<file path="src/rtl/acpu_pkg.sv">
// shared types, constants and saturating arithmetic for the allen-cahn point update
package acpu_pkg;

    localparam int DATA_WIDTH      = 32;
    localparam int FRAC_BITS       = 24;
    localparam int OTHERS_WIDTH    = DATA_WIDTH - 1;
    localparam int CFG_INDEX_WIDTH = 3;
    localparam int PROD_W          = 2 * DATA_WIDTH;
    localparam int WIDE_W          = 2 * DATA_WIDTH + 2;

    typedef logic signed [DATA_WIDTH-1:0] t_data;
    typedef logic signed [WIDE_W-1:0]     t_wide;

    typedef struct packed {
        logic                  clip;
        logic [DATA_WIDTH-1:0] value;
    } t_sat;

    typedef enum logic [CFG_INDEX_WIDTH-1:0] {
        CFG_ALPHA     = 3'd0,
        CFG_BETA      = 3'd1,
        CFG_GAMMA     = 3'd2,
        CFG_KAPPA     = 3'd3,
        CFG_STEP_RATE = 3'd4,
        CFG_INV_DX_SQ = 3'd5,
        CFG_INV_DY_SQ = 3'd6
    } t_cfg_idx;

    localparam logic [DATA_WIDTH-1:0] ONE_FIX = DATA_WIDTH'(64'd1 << FRAC_BITS);
    localparam logic [DATA_WIDTH-1:0] STEP_RATE_RESET =
        DATA_WIDTH'(((64'd1 << FRAC_BITS) + 64'd5) / 64'd10);
    localparam t_wide ROUND_HALF = t_wide'(64'd1 << (FRAC_BITS - 1));

    function automatic t_wide wext(input t_data a);
        return {{(WIDE_W-DATA_WIDTH){a[DATA_WIDTH-1]}}, a};
    endfunction

    // clip a wide exact value to the data range and flag it
    function automatic t_sat sat_wide(input t_wide x);
        t_sat                        r;
        logic [WIDE_W-DATA_WIDTH:0]  top;
        top = x[WIDE_W-1:DATA_WIDTH-1];
        if ((&top) || !(|top)) begin
            r.clip  = 1'b0;
            r.value = x[DATA_WIDTH-1:0];
        end else begin
            r.clip  = 1'b1;
            r.value = x[WIDE_W-1] ? {1'b1, {(DATA_WIDTH-1){1'b0}}}
                                  : {1'b0, {(DATA_WIDTH-1){1'b1}}};
        end
        return r;
    endfunction

    function automatic t_sat sat_add(input t_data a, input t_data b);
        return sat_wide(wext(a) + wext(b));
    endfunction

    function automatic t_sat sat_sub(input t_data a, input t_data b);
        return sat_wide(wext(a) - wext(b));
    endfunction

    // (2*(p1+m1) + (p2+m2) - 6c + 2) >>> 2, then clipped
    function automatic t_sat lap_dir(input t_data c, input t_data p1, input t_data m1,
                                     input t_data p2, input t_data m2);
        t_wide num;
        num = ((wext(p1) + wext(m1)) <<< 1) + wext(p2) + wext(m2)
            - (wext(c) <<< 2) - (wext(c) <<< 1) + t_wide'(2);
        return sat_wide(num >>> 2);
    endfunction

endpackage

</file>
<file path="src/rtl/acpu_fmul.sv">
// fixed-point multiply: exact product, round half up, clip to data range
module acpu_fmul (
    input  acpu_pkg::t_data i_a,
    input  acpu_pkg::t_data i_b,
    output acpu_pkg::t_sat  o_res
);

    logic signed [acpu_pkg::PROD_W-1:0] prod;
    acpu_pkg::t_wide                    prod_ext;
    acpu_pkg::t_wide                    rnd;

    assign prod     = i_a * i_b;
    assign prod_ext = {{(acpu_pkg::WIDE_W-acpu_pkg::PROD_W){prod[acpu_pkg::PROD_W-1]}}, prod};
    assign rnd      = (prod_ext + acpu_pkg::ROUND_HALF) >>> acpu_pkg::FRAC_BITS;
    assign o_res    = acpu_pkg::sat_wide(rnd);

endmodule
</file>
<file path="config.mk">
export PLATFORM = sky130hd
export DESIGN_NAME = acpu_fmul
export DESIGN_NICKNAME = d
export VERILOG_FILES = /design/src/rtl/acpu_pkg.sv /design/src/rtl/acpu_fmul.sv
export SDC_FILE = /design/constraint.sdc
export NUM_CORES = 2
export LEC_CHECK = 0
export BUFFER_PORTS_ARGS = -buffer_cell sky130_fd_sc_hd__buf_2
export CAP_MARGIN = 20
export CELL_PAD_IN_SITES_DETAIL_PLACEMENT = 0
export CELL_PAD_IN_SITES_GLOBAL_PLACEMENT = 2
export CORE_MARGIN = 3
export CORE_UTILIZATION = 43
export DETAILED_ROUTE_END_ITERATION = 10
export PLACE_DENSITY = 0.93
export REMOVE_ABC_BUFFERS = 1
export SETUP_SLACK_MARGIN = 0.5
export SYNTH_ARGS = -nofsm -noshare
export SYNTH_HDL_FRONTEND = slang
export SYNTH_SLANG_ARGS = --single-unit
</file>
<file path="constraint.sdc">
create_clock -name vclk -period 14.4
set_input_delay 1.44 -clock vclk [all_inputs]
set_output_delay 1.44 -clock vclk [all_outputs]
set_load 0.005 [all_outputs]
</file>
==> flow_summary.json <==
{
  "cp-startpoint": "i_a[31]",
  "yosysSeqAreaShare": 0,
  "drc": 0,
  "status": "complete, no violations",
  "drt_pass1_iterations": 5,
  "syn-instance-count": 3977,
  "area_growth_pct": 2.98,
  "synth_area_leaders": "fa_1, inv_1, and2_1",
  "fmax_mhz": 77.8,
  "synth_warnings": 0,
  "grt_first_pass_wirelength_mm": 163,
  "postCtsSetupBuffers": 0,
  "detail-route-antenna-nets": 0,
  "crit_path_max_fanout": 32,
  "required_ns": 12.96,
  "yosys.area.top_type": "fa_1",
  "synth.top_cell.area_share": 0.591,
  "drt_wl_total_mm": 97.3,
  "start_kind": "primary input",
  "endpoint_kind": "output pin",
  "drt_iter0_markers": 1305,
  "min_path_cells": 8,
  "core-area_mm2": 0.0844,
  "yosys.area_share.xor_xnor": 0.0119,
  "synth_common_cells": "fa_1, inv_1, nand2_1",
  "syn_area_mm2": 0.0369,
  "fin_crit_ns": 12.85,
  "fin_setup_tns_ns": 0,
  "fin_crit_sh": 0.893,
  "nets": 5195,
  "synth_top_family_by_area": "adder cells",
  "drv_cap": 0,
  "cts_resized": 0,
  "drive_gt1_frac": 0.0381,
  "synth_most_common_cell": "fa_1",
  "worstHoldStart": "i_b[1]",
  "die_y_um": 299,
  "crit_arrival_ns": 11.41,
  "crit_type": "in -> out",
  "yosys.area_share.adder": 0.652,
  "gp_congestion": 0.910,
  "hold_violations": 0,
  "grt_max_degree": 33,
  "ys_types": 79,
  "min_path_type": "in -> out",
  "grt_use_total": 0.229,
  "start_util": 0.438,
  "nFlopsAndLatches": 0,
  "vias": 25900,
  "antenna_found_initial": 1,
  "cts_hold_buf": 0,
  "num_rows": 106,
  "dpl.hpwl_mm": 81.3,
  "dieArea_mm2": 0.0894,
  "via_per_inst": 5.19,
  "cp-endpoint": "o_res[13]",
  "rsz0062_at_grt": "false",
  "clockBufferCount": 0,
  "num_io_pins": 97,
  "finalSetupViolCount": 0,
  "synth-simple-area-share": 0.169,
  "syn_avg_cell_area_um2": 9.28,
  "seq_area_um2": 0,
  "routedWlPerCell_um": 19.5,
  "die_x_um": 299,
  "grt-ovfl-total": 0,
  "synth_compound_area_frac": 0.0427,
  "grt_pass1_vias": 29100,
  "slew_headroom": 0.333,
  "tightest_slew_ns": 1.00,
  "port_buffers": 97,
  "drv_slew": 0,
  "synth.mux.area_fraction": 0.00176
}
==> worst min-delay path by stage <==
stage	endpoint	slack, ns
2_1_floorplan	o_res[1]	3.69
3_3_place_gp	o_res[1]	4.74
3_5_place_dp	o_res[1]	4.74
4_1_cts	o_res[1]	4.76
5_1_grt	o_res[1]	4.86
6_report	o_res[1]	4.77
==> cell families after synthesis <==
logic type | count (synthesis)
xor+xnor | 48
compound gates | 232
buf+inv | 1180
fa+ha+maj | 1269
simple gates | 1242
mux | 6
==> routing by layer <==
metal / track usage / share of wire
met1: 0.334 / 0.45
met2: 0.389 / 0.49
met3: 0.0161 / 0.050
met4: 0.0234 / 0.011
met5: 0 / 0
==> per-stage QoR <==
stage / hold WS [ns] / util / cells / setup WS [ns] / instance area (µm²)
after floorplan: 3.69 / - / 3753 / 3.02 / 36000
after global placement: 4.74 / 0.450 / 4992 / 1.51 / 37900
after detailed placement: 4.74 / 0.450 / 4993 / 1.56 / 38000
after CTS: 4.76 / 0.450 / 4993 / 1.54 / 38000
after global routing: 4.86 / 0.451 / 4994 / 0.713 / 38000
final: 4.77 / 0.451 / 4995 / 1.55 / 38000
==> cells in the final DEF (no fill, tap or decap), types with 12 or more instances in the layout <==
cell type / n
xor2_1: 13
nand4_1: 29
inv_1: 956
buf_2: 97
nand2_1: 553
a21o_2: 12
a21o_1: 36
fa_1: 1090
and2_1: 499
a21oi_1: 64
o21ai_0: 41
nand3_1: 24
nor2_1: 61
ha_1: 179
xnor2_1: 34
nor3_1: 13
==> worst max-delay path, cell delays in order <==
cell and delay, ns:
buf_2 0.49, nand2_1 0.19, inv_1 0.18, fa_1 0.46, fa_1 0.49, fa_1 0.50
buf_4 0.21, inv_1 0.14, fa_1 0.95, inv_1 0.45, fa_1 0.57, fa_1 0.56
fa_1 0.43, fa_1 0.47, ha_1 0.47, nand4_1 0.19, nor3_1 0.25, or2b_1 0.25
nand3_1 0.12, or4b_1 0.51, and3_4 0.24, xnor2_1 0.12, nor4_1 0.54, a41oi_4 0.43
buf_16 0.29, a21o_1 0.24, buf_2 0.16
==> final cells by class <==
cell class                      count  area (µm²)
Fill cell                        8294       46300
Multi-Input combinational cell   2797       32400
Inverter                          956        3590
Tap cell                         1134        1420
Timing Repair Buffer              107         601
Antenna cell                        1        2.50
Power is not shown: default switching activity piles up to over one toggle a cycle in this logic, so the estimate is an artifact.
